===== src/hdl/adsr_pkg.sv =====
// ----------------------------------------------------------------------------
// adsr_pkg
// Types, codes and fixed formats shared by the ADSR envelope gain block.
// ----------------------------------------------------------------------------
package adsr_pkg;

	// Fixed formats: level Q1.30 (kept in [0, 1.0]), step signed Q2.30,
	// sustain Q1.15, gain Q4.12, gain-times-level factor Q4.16.
	localparam int LVL_W   = 31;
	localparam int STEP_W  = 32;
	localparam int FRM_W   = 24;
	localparam int SUS_W   = 16;
	localparam int GAIN_W  = 16;
	localparam int FACT_W  = 20;
	localparam int GPROD_W = LVL_W + GAIN_W;
	localparam int ACT_W   = 2;
	localparam int PH_W    = 3;
	localparam int IDX_W   = 3;
	localparam int CFG_W   = 24;
	localparam int CNT_W   = $clog2(LVL_W);

	localparam logic [LVL_W-1:0]   LEVEL_ONE  = LVL_W'(1) << 30;
	localparam logic [LVL_W-1:0]   LEVEL_ZERO = '0;
	localparam logic [FRM_W-1:0]   FRM_MAX    = '1;
	localparam logic [SUS_W-1:0]   SUS_ONE    = 16'h8000;
	localparam logic [GPROD_W-1:0] GPROD_RND  = GPROD_W'(1) << 25;
	localparam int                 FACT_LSB   = 26;
	localparam int                 SMP_SHIFT  = 16;

	// Action codes carried in tuser
	localparam logic [ACT_W-1:0] ACT_FRAME    = 2'd0;
	localparam logic [ACT_W-1:0] ACT_NOTE_ON  = 2'd1;
	localparam logic [ACT_W-1:0] ACT_NOTE_OFF = 2'd2;

	// Register indexes
	localparam logic [IDX_W-1:0] REG_ATTACK  = 3'd0;
	localparam logic [IDX_W-1:0] REG_DECAY   = 3'd1;
	localparam logic [IDX_W-1:0] REG_SUSTAIN = 3'd2;
	localparam logic [IDX_W-1:0] REG_RELEASE = 3'd3;
	localparam logic [IDX_W-1:0] REG_GAIN    = 3'd4;

	// Register reset values
	localparam logic [FRM_W-1:0]  RST_ATTACK  = 24'd480;
	localparam logic [FRM_W-1:0]  RST_DECAY   = 24'd4800;
	localparam logic [SUS_W-1:0]  RST_SUSTAIN = 16'd16384;
	localparam logic [FRM_W-1:0]  RST_RELEASE = 24'd4800;
	localparam logic [GAIN_W-1:0] RST_GAIN    = 16'd4096;

	typedef enum logic [PH_W-1:0] {
		PH_SILENT  = 3'd0,
		PH_ATTACK  = 3'd1,
		PH_DECAY   = 3'd2,
		PH_SUSTAIN = 3'd3,
		PH_RELEASE = 3'd4
	} phase_t;

	typedef enum logic [2:0] {
		ST_IDLE,
		ST_LEVEL,
		ST_DIV,
		ST_GAIN,
		ST_FACT,
		ST_MUL,
		ST_OUT
	} state_t;

	typedef struct packed {
		logic [FRM_W-1:0]  attack_frames;
		logic [FRM_W-1:0]  decay_frames;
		logic [SUS_W-1:0]  sus_level;
		logic [FRM_W-1:0]  release_frames;
		logic [GAIN_W-1:0] linear_gain;
	} cfg_t;

	typedef struct packed {
		logic load;
		logic mul_en;
	} lane_ctl_t;

	typedef struct packed {
		logic   out_load;
		phase_t phase;
	} out_ctl_t;

endpackage


===== src/hdl/adsr_div.sv =====
// ----------------------------------------------------------------------------
// adsr_div
// Serial signed divider for the ramp step, one quotient bit per cycle,
// truncating toward zero.
// ----------------------------------------------------------------------------
module adsr_div
	import adsr_pkg::*;
(
	input  logic                     clk,
	input  logic                     arst_n,
	input  logic                     start,
	input  logic signed [STEP_W-1:0] dividend,
	input  logic [FRM_W-1:0]         divisor,
	output logic                     busy,
	output logic                     done,
	output logic signed [STEP_W-1:0] quotient
);

	logic                    busy_q;
	logic                    done_q;
	logic [CNT_W-1:0]        cnt_q;
	logic                    neg_q;
	logic [LVL_W-1:0]        dq_q;
	logic [FRM_W-1:0]        rem_q;
	logic [FRM_W-1:0]        dvs_q;
	logic [STEP_W-1:0]       mag;
	logic [FRM_W:0]          trial;
	logic [FRM_W:0]          diff;
	logic                    fits;

	assign mag   = dividend[STEP_W-1] ? STEP_W'(-dividend) : dividend;
	assign trial = {rem_q, dq_q[LVL_W-1]};
	assign diff  = trial - {1'b0, dvs_q};
	assign fits  = trial >= {1'b0, dvs_q};

	always_ff @(posedge clk or negedge arst_n) begin
		if (!arst_n) begin
			busy_q <= 1'b0;
			done_q <= 1'b0;
			cnt_q  <= '0;
		end else if (start) begin
			busy_q <= 1'b1;
			done_q <= 1'b0;
			cnt_q  <= '0;
		end else if (busy_q) begin
			cnt_q <= cnt_q + CNT_W'(1);
			if (cnt_q == CNT_W'(LVL_W - 1)) begin
				busy_q <= 1'b0;
				done_q <= 1'b1;
			end
		end else begin
			done_q <= 1'b0;
		end
	end

	always_ff @(posedge clk) begin
		if (start) begin
			neg_q <= dividend[STEP_W-1];
			dq_q  <= mag[LVL_W-1:0];
			rem_q <= '0;
			dvs_q <= divisor;
		end else if (busy_q) begin
			rem_q <= fits ? diff[FRM_W-1:0] : trial[FRM_W-1:0];
			dq_q  <= {dq_q[LVL_W-2:0], fits};
		end
	end

	assign busy     = busy_q;
	assign done     = done_q;
	assign quotient = neg_q ? -$signed({1'b0, dq_q}) : $signed({1'b0, dq_q});

endmodule


===== src/hdl/adsr_lane.sv =====
// ----------------------------------------------------------------------------
// adsr_lane
// One channel lane: sample times envelope factor, round, saturate.
// ----------------------------------------------------------------------------
module adsr_lane
	import adsr_pkg::*;
#(
	parameter int SAMPLE_BITS = 16
)
(
	input  logic                          clk,
	input  lane_ctl_t                     ctl,
	input  logic signed [SAMPLE_BITS-1:0] sample_in,
	input  logic [FACT_W-1:0]             factor,
	output logic signed [SAMPLE_BITS-1:0] result
);

	localparam int PW = SAMPLE_BITS + FACT_W + 1;
	localparam int RW = PW - SMP_SHIFT;

	logic signed [SAMPLE_BITS-1:0] smp_q;
	logic signed [PW-1:0]          prod_s1;
	logic signed [PW-1:0]          rnd;
	logic [RW-1:0]                 shr;
	logic [RW-SAMPLE_BITS:0]       hi;

	always_ff @(posedge clk) begin
		if (ctl.load)
			smp_q <= sample_in;
		if (ctl.mul_en)
			prod_s1 <= PW'(smp_q * $signed({1'b0, factor}));
	end

	// Floor shift after adding half an LSB; saturate when the upper bits
	// are not a plain sign extension.
	assign rnd = prod_s1 + PW'(1 << (SMP_SHIFT - 1));
	assign shr = rnd[PW-1:SMP_SHIFT];
	assign hi  = shr[RW-1:SAMPLE_BITS-1];

	always_comb begin
		if ((&hi) || !(|hi))
			result = shr[SAMPLE_BITS-1:0];
		else if (shr[RW-1])
			result = {1'b1, {(SAMPLE_BITS-1){1'b0}}};
		else
			result = {1'b0, {(SAMPLE_BITS-1){1'b1}}};
	end

endmodule


===== src/hdl/adsr_ctrl.sv =====
// ----------------------------------------------------------------------------
// adsr_ctrl
// Envelope sequencer: phase, elapsed count, level and step, gain factor.
// ----------------------------------------------------------------------------
module adsr_ctrl
	import adsr_pkg::*;
(
	input  logic                     clk,
	input  logic                     arst_n,
	input  cfg_t                     cfg,
	input  logic                     in_valid,
	input  logic [ACT_W-1:0]         in_action,
	output logic                     in_ready,
	input  logic                     out_free,
	output logic                     div_start,
	output logic signed [STEP_W-1:0] div_dividend,
	output logic [FRM_W-1:0]         div_divisor,
	input  logic                     div_done,
	input  logic signed [STEP_W-1:0] div_quot,
	output lane_ctl_t                lane_ctl,
	output logic [FACT_W-1:0]        factor,
	output out_ctl_t                 out_ctl
);

	state_t                    state_q, state_d;
	phase_t                    phase_q;
	logic [FRM_W-1:0]          elapsed_q;
	logic [FRM_W-1:0]          length_q;
	logic [LVL_W-1:0]          level_q;
	logic signed [STEP_W-1:0]  step_q;
	logic                      frame_q;
	logic [GPROD_W-1:0]        gprod_s1;
	logic [FACT_W-1:0]         factor_q;

	logic                      accept;
	logic [SUS_W-1:0]          sus_clip;
	logic [LVL_W-1:0]          sus30;
	logic signed [LVL_W+1:0]   lsum;
	logic [LVL_W-1:0]          lvl_clamp;
	logic [FRM_W-1:0]          elapsed_inc;
	logic                      advance;
	logic [LVL_W-1:0]          div_tgt;
	logic [LVL_W-1:0]          div_base;
	logic [GPROD_W-1:0]        gsum;

	assign accept      = in_valid && in_ready;
	assign sus_clip    = (cfg.sus_level > SUS_ONE) ? SUS_ONE : cfg.sus_level;
	assign sus30       = {sus_clip, 15'd0};
	assign lsum        = $signed({2'b00, level_q}) + $signed({step_q[STEP_W-1], step_q});
	assign elapsed_inc = (elapsed_q != FRM_MAX) ? elapsed_q + FRM_W'(1) : elapsed_q;
	assign advance     = elapsed_inc > length_q;
	assign gsum        = gprod_s1 + GPROD_RND;

	always_comb begin
		if (lsum[LVL_W+1])
			lvl_clamp = LEVEL_ZERO;
		else if (lsum > $signed({2'b00, LEVEL_ONE}))
			lvl_clamp = LEVEL_ONE;
		else
			lvl_clamp = lsum[LVL_W-1:0];
	end

	// Ramp target and divisor for the step division
	always_comb begin
		div_tgt     = LEVEL_ONE;
		div_base    = level_q;
		div_divisor = cfg.attack_frames;
		if (state_q == ST_LEVEL) begin
			div_tgt     = sus30;
			div_base    = LEVEL_ONE;
			div_divisor = cfg.decay_frames;
		end else if (in_action == ACT_NOTE_OFF) begin
			div_tgt     = LEVEL_ZERO;
			div_divisor = cfg.release_frames;
		end
	end

	assign div_dividend = $signed({1'b0, div_tgt}) - $signed({1'b0, div_base});

	// Next state
	always_comb begin
		state_d = state_q;
		case (state_q)
			ST_IDLE: begin
				if (accept) begin
					case (in_action)
						ACT_FRAME:    state_d = ST_LEVEL;
						ACT_NOTE_ON:  state_d = (cfg.attack_frames != '0) ? ST_DIV : ST_IDLE;
						ACT_NOTE_OFF: state_d = (cfg.release_frames != '0) ? ST_DIV : ST_IDLE;
						default:      state_d = ST_IDLE;
					endcase
				end
			end
			ST_LEVEL: state_d = div_start ? ST_DIV : ST_GAIN;
			ST_DIV: begin
				if (div_done)
					state_d = frame_q ? ST_GAIN : ST_IDLE;
			end
			ST_GAIN:  state_d = ST_FACT;
			ST_FACT:  state_d = ST_MUL;
			ST_MUL:   state_d = ST_OUT;
			ST_OUT: begin
				if (out_free)
					state_d = ST_IDLE;
			end
			default:  state_d = ST_IDLE;
		endcase
	end

	// Outputs
	always_comb begin
		in_ready         = 1'b0;
		div_start        = 1'b0;
		lane_ctl.load    = 1'b0;
		lane_ctl.mul_en  = 1'b0;
		out_ctl.out_load = 1'b0;
		out_ctl.phase    = phase_q;
		case (state_q)
			ST_IDLE: begin
				in_ready      = 1'b1;
				lane_ctl.load = in_valid;
				if (in_valid) begin
					case (in_action)
						ACT_NOTE_ON:  div_start = cfg.attack_frames != '0;
						ACT_NOTE_OFF: div_start = cfg.release_frames != '0;
						default:      div_start = 1'b0;
					endcase
				end
			end
			ST_LEVEL: div_start = advance && (phase_q == PH_ATTACK) && (cfg.decay_frames != '0);
			ST_MUL:   lane_ctl.mul_en = 1'b1;
			ST_OUT:   out_ctl.out_load = out_free;
			default: begin
			end
		endcase
	end

	assign factor        = factor_q;

	always_ff @(posedge clk or negedge arst_n) begin
		if (!arst_n) begin
			state_q   <= ST_IDLE;
			phase_q   <= PH_SILENT;
			elapsed_q <= '0;
			length_q  <= '0;
			level_q   <= LEVEL_ZERO;
			step_q    <= '0;
			frame_q   <= 1'b0;
		end else begin
			state_q <= state_d;
			case (state_q)
				ST_IDLE: begin
					if (accept) begin
						frame_q <= in_action == ACT_FRAME;
						case (in_action)
							ACT_NOTE_ON: begin
								phase_q   <= PH_ATTACK;
								elapsed_q <= '0;
								length_q  <= cfg.attack_frames;
								if (cfg.attack_frames == '0) begin
									level_q <= LEVEL_ONE;
									step_q  <= '0;
								end
							end
							ACT_NOTE_OFF: begin
								phase_q   <= PH_RELEASE;
								elapsed_q <= '0;
								length_q  <= cfg.release_frames;
								if (cfg.release_frames == '0) begin
									level_q <= LEVEL_ZERO;
									step_q  <= '0;
								end
							end
							default: begin
							end
						endcase
					end
				end
				ST_LEVEL: begin
					level_q   <= lvl_clamp;
					elapsed_q <= elapsed_inc;
					if (advance) begin
						case (phase_q)
							PH_ATTACK: begin
								phase_q   <= PH_DECAY;
								elapsed_q <= '0;
								length_q  <= cfg.decay_frames;
								if (cfg.decay_frames == '0) begin
									level_q <= sus30;
									step_q  <= '0;
								end else begin
									level_q <= LEVEL_ONE;
								end
							end
							PH_DECAY: begin
								phase_q   <= PH_SUSTAIN;
								elapsed_q <= '0;
								length_q  <= '0;
								level_q   <= sus30;
								step_q    <= '0;
							end
							PH_RELEASE: begin
								phase_q   <= PH_SILENT;
								elapsed_q <= '0;
								length_q  <= '0;
								level_q   <= LEVEL_ZERO;
								step_q    <= '0;
							end
							default: begin
							end
						endcase
					end
				end
				ST_DIV: begin
					if (div_done)
						step_q <= div_quot;
				end
				default: begin
				end
			endcase
		end
	end

	// Gain times level, then round to the Q4.16 factor
	always_ff @(posedge clk) begin
		if (state_q == ST_GAIN)
			gprod_s1 <= GPROD_W'(cfg.linear_gain) * GPROD_W'(level_q);
		if (state_q == ST_FACT)
			factor_q <= gsum[FACT_LSB+FACT_W-1:FACT_LSB];
	end

endmodule


===== src/hdl/adsr_envelope_gain_top.sv =====
// ----------------------------------------------------------------------------
// adsr_envelope_gain_top
// Stereo ADSR envelope with linear output gain on a stream interface.
// ----------------------------------------------------------------------------
//
// Channel  Ports                 Payload (lowest bits first)
// -------  --------------------  -------------------------------------------
// in       s_axis_*              tuser: action; tdata: sample_left, sample_right
// out      m_axis_*              tuser: envelope_phase; tdata: out_left, out_right
// config   cfg_valid/ready/...   cfg_index: register, cfg_data: value
//
// A frame beat runs through the level, gain, factor, multiply and output
// states, and also waits in the divide state when it ends the attack phase
// with a nonzero decay length; a note beat waits there only with a nonzero
// ramp length. The serial step divider yields 31 quotient bits, one per
// cycle, then pulses done. The output register lets the next beat enter
// while a result waits. A stalled output holds the sequencer in its last
// state. Reset restores register defaults and a silent envelope at once.
// ----------------------------------------------------------------------------
module adsr_envelope_gain_top
	import adsr_pkg::*;
#(
	parameter int SAMPLE_BITS = 16
)
(
	input  logic                                   clk,
	input  logic                                   arst_n,
	input  logic                                   s_axis_tvalid,
	output logic                                   s_axis_tready,
	// sample_left, sample_right
	input  logic [((2*SAMPLE_BITS+7)/8)*8-1:0]     s_axis_tdata,
	// action
	input  logic [ACT_W-1:0]                       s_axis_tuser,
	output logic                                   m_axis_tvalid,
	input  logic                                   m_axis_tready,
	// out_left, out_right
	output logic [((2*SAMPLE_BITS+7)/8)*8-1:0]     m_axis_tdata,
	// envelope_phase
	output logic [PH_W-1:0]                        m_axis_tuser,
	input  logic                                   cfg_valid,
	output logic                                   cfg_ready,
	input  logic [IDX_W-1:0]                       cfg_index,
	input  logic [CFG_W-1:0]                       cfg_data
);

	localparam int DATA_W = ((2*SAMPLE_BITS+7)/8)*8;

	cfg_t                          cfg_q;
	lane_ctl_t                     lane_ctl;
	out_ctl_t                      out_ctl;
	logic [FACT_W-1:0]             factor;
	logic                          div_start;
	logic signed [STEP_W-1:0]      div_dividend;
	logic [FRM_W-1:0]              div_divisor;
	logic                          div_busy;
	logic                          div_done;
	logic signed [STEP_W-1:0]      div_quot;
	logic signed [SAMPLE_BITS-1:0] res_l;
	logic signed [SAMPLE_BITS-1:0] res_r;
	logic                          out_valid_q;
	logic [SAMPLE_BITS-1:0]        out_l_q;
	logic [SAMPLE_BITS-1:0]        out_r_q;
	phase_t                        out_ph_q;
	logic                          out_free;

	assign cfg_ready = 1'b1;

	always_ff @(posedge clk or negedge arst_n) begin
		if (!arst_n) begin
			cfg_q.attack_frames  <= RST_ATTACK;
			cfg_q.decay_frames   <= RST_DECAY;
			cfg_q.sus_level      <= RST_SUSTAIN;
			cfg_q.release_frames <= RST_RELEASE;
			cfg_q.linear_gain    <= RST_GAIN;
		end else if (cfg_valid && cfg_ready) begin
			case (cfg_index)
				REG_ATTACK:  cfg_q.attack_frames  <= cfg_data;
				REG_DECAY:   cfg_q.decay_frames   <= cfg_data;
				REG_SUSTAIN: cfg_q.sus_level      <= cfg_data[SUS_W-1:0];
				REG_RELEASE: cfg_q.release_frames <= cfg_data;
				REG_GAIN:    cfg_q.linear_gain    <= cfg_data[GAIN_W-1:0];
				default: begin
				end
			endcase
		end
	end

	adsr_ctrl u_ctrl (
		.clk          (clk),
		.arst_n       (arst_n),
		.cfg          (cfg_q),
		.in_valid     (s_axis_tvalid),
		.in_action    (s_axis_tuser),
		.in_ready     (s_axis_tready),
		.out_free     (out_free),
		.div_start    (div_start),
		.div_dividend (div_dividend),
		.div_divisor  (div_divisor),
		.div_done     (div_done),
		.div_quot     (div_quot),
		.lane_ctl     (lane_ctl),
		.factor       (factor),
		.out_ctl      (out_ctl)
	);

	adsr_div u_div (
		.clk      (clk),
		.arst_n   (arst_n),
		.start    (div_start),
		.dividend (div_dividend),
		.divisor  (div_divisor),
		.busy     (div_busy),
		.done     (div_done),
		.quotient (div_quot)
	);

	adsr_lane #(.SAMPLE_BITS(SAMPLE_BITS)) u_lane_l (
		.clk       (clk),
		.ctl       (lane_ctl),
		.sample_in (s_axis_tdata[SAMPLE_BITS-1:0]),
		.factor    (factor),
		.result    (res_l)
	);

	adsr_lane #(.SAMPLE_BITS(SAMPLE_BITS)) u_lane_r (
		.clk       (clk),
		.ctl       (lane_ctl),
		.sample_in (s_axis_tdata[2*SAMPLE_BITS-1:SAMPLE_BITS]),
		.factor    (factor),
		.result    (res_r)
	);

	// Merge both lanes and the phase into one output beat
	assign out_free = !out_valid_q || m_axis_tready;

	always_ff @(posedge clk or negedge arst_n) begin
		if (!arst_n)
			out_valid_q <= 1'b0;
		else if (out_ctl.out_load)
			out_valid_q <= 1'b1;
		else if (m_axis_tready)
			out_valid_q <= 1'b0;
	end

	always_ff @(posedge clk) begin
		if (out_ctl.out_load) begin
			out_l_q  <= res_l;
			out_r_q  <= res_r;
			out_ph_q <= out_ctl.phase;
		end
	end

	assign m_axis_tvalid = out_valid_q;
	assign m_axis_tdata  = DATA_W'({out_r_q, out_l_q});
	assign m_axis_tuser  = out_ph_q;

	// A waiting result is never overwritten
	a_no_overwrite: assert property (@(posedge clk) disable iff (!arst_n)
		!(out_ctl.out_load && m_axis_tvalid && !m_axis_tready))
		else $error("output beat overwritten while stalled");

	// No input beat is taken while a step division runs
	a_idle_div: assert property (@(posedge clk) disable iff (!arst_n)
		s_axis_tready |-> !div_busy)
		else $error("input ready during step division");

	// A note-on with a nonzero attack length starts the divider
	a_note_on_div: assert property (@(posedge clk) disable iff (!arst_n)
		(s_axis_tvalid && s_axis_tready && (s_axis_tuser == ACT_NOTE_ON)
			&& (cfg_q.attack_frames != '0)) |=> div_busy)
		else $error("note-on did not start the step division");

endmodule


===== config.mk =====
export PLATFORM = sky130hd
export DESIGN_NAME = adsr_envelope_gain_top
export DESIGN_NICKNAME = d
export VERILOG_FILES = /design/src/hdl/adsr_pkg.sv /design/src/hdl/adsr_div.sv /design/src/hdl/adsr_lane.sv /design/src/hdl/adsr_ctrl.sv /design/src/hdl/adsr_envelope_gain_top.sv
export SDC_FILE = /design/constraint.sdc
export NUM_CORES = 2
export LEC_CHECK = 0
export CAP_MARGIN = 40
export CORE_MARGIN = 5
export CORE_UTILIZATION = 35
export CTS_CLUSTER_DIAMETER = 40
export DETAILED_ROUTE_END_ITERATION = 8
export DONT_BUFFER_PORTS = 1
export PLACE_DENSITY = 0.46
export SLEW_MARGIN = 0
export SYNTH_ARGS = -nofsm -noshare
export SYNTH_HDL_FRONTEND = slang
export SYNTH_SLANG_ARGS = --single-unit

===== constraint.sdc =====
create_clock -name clk -period 11.5 [get_ports clk]
set_input_delay 0 -clock clk [delete_from_list [all_inputs] [get_ports clk]]
set_output_delay 0 -clock clk [all_outputs]
set_load 0.005 [all_outputs]

After elaboration in Yosys (flattened, before gate mapping) --
Index checks and enable logic that the tools add are counted.
Storage, ports and cells: register bits 517, logic and storage cells 192, input bits 66, output and inout bits 38
Operators by class: add/subtract/negate cells 10, magnitude comparators 4, eq/ne operators 29, mux-type cells 76, multiply operators 3, reductions and logical operators 41
Operators by type and width (count):
- two-way mux 31 bit | 13
- two-way mux 24 bit | 10
- two-way mux 32 bit | 7
- case mux 24 bit (2 select lines) | 4
- case mux 32 bit (2 select lines) | 2
- case mux 31 bit (2 select lines) | 2
- case mux 32 bit (3 select lines) | 1
- case mux 31 bit (3 select lines) | 1
- two-way mux 16 bit | 5
- adder 37 x 17 -> 37 bit, second input constant | 2
- multiplier 16 x 21 -> 37 bit | 2
- logical NOT 24 bit | 3
- nonzero test 24 bit | 3
- adder 46 x 26 -> 46 bit, second input constant | 1
- multiplier 16 x 31 -> 46 bit | 1
- adder 32 x 32 -> 33 bit | 1
- greater-than comparator 33 x 32 -> 1 bit, second input constant | 1
- negator 31 -> 32 bit | 1
- subtractor 31 x 31 -> 32 bit | 1
- negator 31 bit | 1
- greater-or-equal comparator 25 x 24 -> 1 bit | 1
- adder 24 x 1 -> 24 bit, second input constant | 1
- greater-than comparator 24 bit | 1
- inequality test 24 bit, second input constant | 1
- other kinds (37) | 97

Longest topological paths before layout --
depth in word-level cells 8, depth in mapped cells 26, mapped depth without buffers 24

Modules after synthesis --
A second synthesis with hierarchy kept.
Second synthesis, totals: cells, all modules 6656, area, all modules 61858.1 um^2
By module, submodules not included:
- adsr_ctrl | sequential area each 4184.0 um^2, area an instance 26078.8 um^2, cells an instance 3047, times used 1
- adsr_lane at u_lane_l | sequential area each 1141.1 um^2, area an instance 12419.4 um^2, cells an instance 1378, times used 1
- adsr_lane at u_lane_r | sequential area each 1141.1 um^2, area an instance 12030.3 um^2, cells an instance 1321, times used 1
- adsr_div | sequential area each 2337.2 um^2, area an instance 6065.8 um^2, cells an instance 646, times used 1
- adsr_envelope_gain_top | sequential area each 3696.0 um^2, area an instance 5263.8 um^2, cells an instance 264, times used 1

Worst setup path after synthesis --
OpenSTA, ideal clock, no wires.
path type flip-flop to flip-flop, from register u_lane_r.smp_q[1], to register u_lane_r.prod_s1[35], data pin, required time 11242 ps, path slack 4976 ps, clock period less this slack 6524 ps, setup time 258 ps, cell stages (with the launch flop) 24, arrival 6267 ps, buffers on the path 2, cells stage by stage edfxtp_1 clkbuf_1 clkbuf_1 nand2_1 fa_1 fa_1 fa_1 inv_1 fa_1 fa_1 inv_1 fa_1 inv_1 ha_1 a21o_1 a21o_1 a221o_1 a22oi_1 a21oi_1 o2111ai_1 a21oi_1 or3_1 a21oi_1 xnor2_1
Between the ends: cells in the longest elaborated chain, start to end 1
Ends and longest elaborated chain:
- start, declared | RTL line adsr_lane.sv:21 | logic signed [SAMPLE_BITS-1:0] smp_q;
- start signal, assigned | RTL line adsr_lane.sv:29 | smp_q <= sample_in;
- multiplier 16 x 21 -> 37 bit | RTL line adsr_lane.sv:31 | prod_s1 <= PW'(smp_q * $signed({1'b0, factor}));
- end signal, assigned | RTL line adsr_lane.sv:31
- end, declared | RTL line adsr_lane.sv:22 | logic signed [PW-1:0] prod_s1;
Every way passes these cells. A chain may end at the register's enable or synchronous reset.

Final worst setup path --
from register cfg_q[12] (netlist name), to register u_ctrl.gprod_s1[39], data pin
Between the ends: cells in the longest elaborated chain, start to end 1
Ends and longest elaborated chain:
- start, declared | RTL line adsr_envelope_gain_top.sv:48 | cfg_t cfg_q;
- multiplier 16 x 31 -> 46 bit | RTL line adsr_ctrl.sv:227 | gprod_s1 <= GPROD_W'(cfg.linear_gain) * GPROD_W'(level_q);
- end signal, assigned | RTL line adsr_ctrl.sv:227
- end, declared | RTL line adsr_ctrl.sv:32 | logic [GPROD_W-1:0] gprod_s1;
Every way passes these cells.

==> results.txt <==
Die ar.: 181000 µm²
Antenna-violating nets left: 0
Min cycle time layout: 7.46 ns
Cell area after synthesis: 60400 µm²
Most frequent cell after synthesis: inv_1
Gr usage total: 0.193
WS Path Type: flop to flop
Fmax: 134 MHz
Root Buffer: clkbuf_16
Setup repair after global routing missed its margin: false
Synth-to-Final Area Change: 13.0%
Number of max-cap violations: 0
Core Area: 172000 µm²
Via density: 4.94
Adder-cell share of the synthesized area: 0.394
Post-synthesis simple-gate area fraction: 0.161
Final hold violation count: 0
CTS Buffer Depth: 3
Drt total wl: 171000 µm
First-pass GRT wire length: 275000 µm
Average wire per standard cell: 19.2 µm
Multiplexer share of the synthesized area: 0.0264
Unique cell type count in the Yosys netlist: 90
Worst R2R Path Depth: 21
Num CTS Buffers: 95
Worst-Skew Late Latency: 0.72 ns
Initial antenna violation count: 8
Routing usage on met2: 0.322
Vias: 44113
DP HPWL: 127000 µm
Synthesized Nets: 7944
Synth Area in Compound Gates: 0.0798
Startpoint types: flop
Flop-to-flop setup slack: 4.04 ns
Layout cells sized above 1: 0.0708
Top-area cell type share of the netlist area: 0.299
Largest family of logic cells by synthesized area: adder cells
Input/output buffers: 0
Largest net degree at the start of global routing: 231
GRT overflow: 0
Post-Synth XOR/XNOR Area: 0.0370
Hold buffers post-CTS: 123
Predominant post-synthesis flop cell: dfrtp_1
R2r startpoint: cfg_q[12]$_DFFE_PN1P_
Ys async rst share: 0.498
Synth area leaders: fa_1, edfxtp_1, ha_1
Post CTS Setup Buffer Count: 0
Number of placement rows: 152
Most used routing layer: met2
Vias in the first global route: 47484
Final period utilization: 0.648
Worst-path clk slew: 0.06 ns
Slew Viols, Final: 0
Actual slew at the worst max-slew pin: 0.899 ns
Die width: 425 µm
Final nets: 7953
Met1 usage: 0.263
Final setup viols: 0
Post-cts sizing count: 0
Hold path start: cfg_data[17]
IO Count: 104
Yosys warning count: 0
Critical Path End Type: flop
Max Clock Skew: 0.0711 ns
Cells after synthesis: 6515
WHS Path Cells: 2
Die height: 425 µm
Yosys top cell by area: fa_1
Synthesized flop and latch total: 462
Worst hold path endpoint: cfg_q[73]$_DFFE_PN0P_
Sequential area share after synthesis: 0.207
# DRC: 0
Setup TNS: 0 ns
Max Fanout on Critical Path: 32
Drt pass-1 iters: 5
Syn avg cell area: 9.27 µm²
Post-synth EDFFs: 208
Arrival @ worst endpoint: 7.88 ns
FF-to-FF End: u_ctrl.gprod_s1[39]$_DFFE_PP_
Clock Sinks: 462
DR iter-0 viols: 2409
GPL Wtd Cong: 0.836
Status: finished clean
WP data required: 11.92 ns
Starting Density: 0.352
Most frequent cells after synthesis: inv_1, fa_1, nand2_1
Slew headroom: 0.401
Min-Delay Path Class: primary input to flop
Met3 usage in global routing: 0.0265
Max H-tree Level: 3
TritonCTS clock tree: built
-- per-layer routing --
metal,vias up,wire [µm],share of wire
met4,6,5180,0.030
met2,826,80700,0.47
met1,22402,78000,0.46
li1,20625,-,-
met3,254,6920,0.040
met5,-,41,0.00024
-- worst max-delay path: stages (launching register included) --
cell,delay [ns]
dfstp_2,1.01
nand2_1,0.14
fa_1,0.51
inv_1,0.05
fa_1,0.55
fa_1,0.45
fa_1,0.46
fa_1,0.49
inv_1,0.05
fa_1,0.48
inv_1,0.05
ha_1,0.29
a211oi_1,0.24
o21ai_0,0.12
a211oi_1,0.32
o21ai_0,0.33
a211oi_1,0.70
nor3b_1,0.18
o21ai_0,0.25
a21boi_0,0.16
o21ai_0,0.21
a32oi_1,0.12
-- worst max-delay path by stage --
stage	start	endpoint	slack, ns	cells after the start
final	cfg_q[12]$_DFFE_PN1P_	u_ctrl.gprod_s1[39]$_DFFE_PP_	4.04	21
after global routing	cfg_q[12]$_DFFE_PN1P_	u_ctrl.gprod_s1[39]$_DFFE_PP_	3.46	21
after CTS	cfg_q[12]$_DFFE_PN1P_	u_ctrl.gprod_s1[39]$_DFFE_PP_	3.98	21
after detailed placement	cfg_q[12]$_DFFE_PN1P_	u_ctrl.gprod_s1[39]$_DFFE_PP_	4.04	21
after global placement	cfg_q[7]$_DFFE_PN0P_	u_ctrl.gprod_s1[40]$_DFFE_PP_	3.85	22
after floorplan	u_lane_r.smp_q[1]$_DFFE_PP_	u_lane_r.prod_s1[35]$_DFFE_PP_	4.98	23
-- state kept, by name, summed over array words and instances (netlist names), 21 cells and up --
register / cells
u_ctrl.elapsed_q: 24
u_ctrl.level_q: 31
u_lane_r.prod_s1: 22
cfg_q: 104
u_ctrl.step_q: 32
u_lane_l.prod_s1: 22
u_div.dq_q: 31
u_div.dvs_q: 24
u_ctrl.length_q: 24
u_div.rem_q: 24
u_ctrl.gprod_s1: 21
-- placed cells by master (no fill, tap or decap), types with 20 or more instances in the layout --
cell,synthesis,final
buf_16,0,22
xor2_1,113,113
nor3_1,55,53
or3_1,24,24
o31ai_1,55,55
and3_1,40,39
a31oi_1,27,27
clkbuf_16,0,97
fa_1,902,902
nand2_1,863,861
edfxtp_1,208,208
buf_4,1,92
a21oi_1,229,228
inv_6,0,20
mux2i_1,33,33
dfxtp_1,24,24
dlygate4sd3_1,0,122
and2_1,469,469
ha_1,461,460
mux2_2,111,111
nor2b_1,23,23
nor4_1,32,32
a21o_1,53,53
xnor2_1,142,142
nand3_1,77,77
o21ai_0,133,133
a211oi_1,35,34
inv_1,1179,1179
nand4_1,49,49
nand2b_1,40,39
dfrtp_1,216,216
o21a_1,26,26
nor2_1,294,292
-- stage by stage --
stage	worst slack (ns)	area, µm²	std cells	util	hold slack (ns)
3_5_place_dp	4.04	63600	8612	0.370	-0.275
4_1_cts	3.98	68200	8915	0.397	0.00633
3_3_place_gp	3.85	62800	8572	0.366	-0.275
6_report	4.04	68300	8921	0.397	0.0752
2_1_floorplan	4.98	60400	6515	-	-0.296
5_1_grt	3.46	68300	8920	0.397	0.0605
-- cell families (layout without fill, tap and decap cells) --
family / after synthesis / in the layout
muxes: 145 / 145
other: 1 / 5
adders and majority gates: 1363 / 1363
and+or+nand+nor: 2027 / 2027
AOI/OAI and AO/OA: 740 / 740
DFF: 462 / 462
buffers and inverters: 1522 / 1614
xor gates and xnor gates: 255 / 255
-- area by class of cell --
type | count | area (µm²)
Tap cell | 2310 | 2890
Inverter | 1179 | 4430
Multi-Input combinational cell | 4531 | 42300
Fill cell | 17146 | 103000
Antenna cell | 4 | 10.0
Clock inverter | 69 | 838
Timing Repair Buffer | 255 | 2770
Clock buffer | 111 | 2530
Sequential cell | 462 | 12500
Power is not shown: default switching activity piles up to over one toggle a cycle in this logic, so the estimate is an artifact.
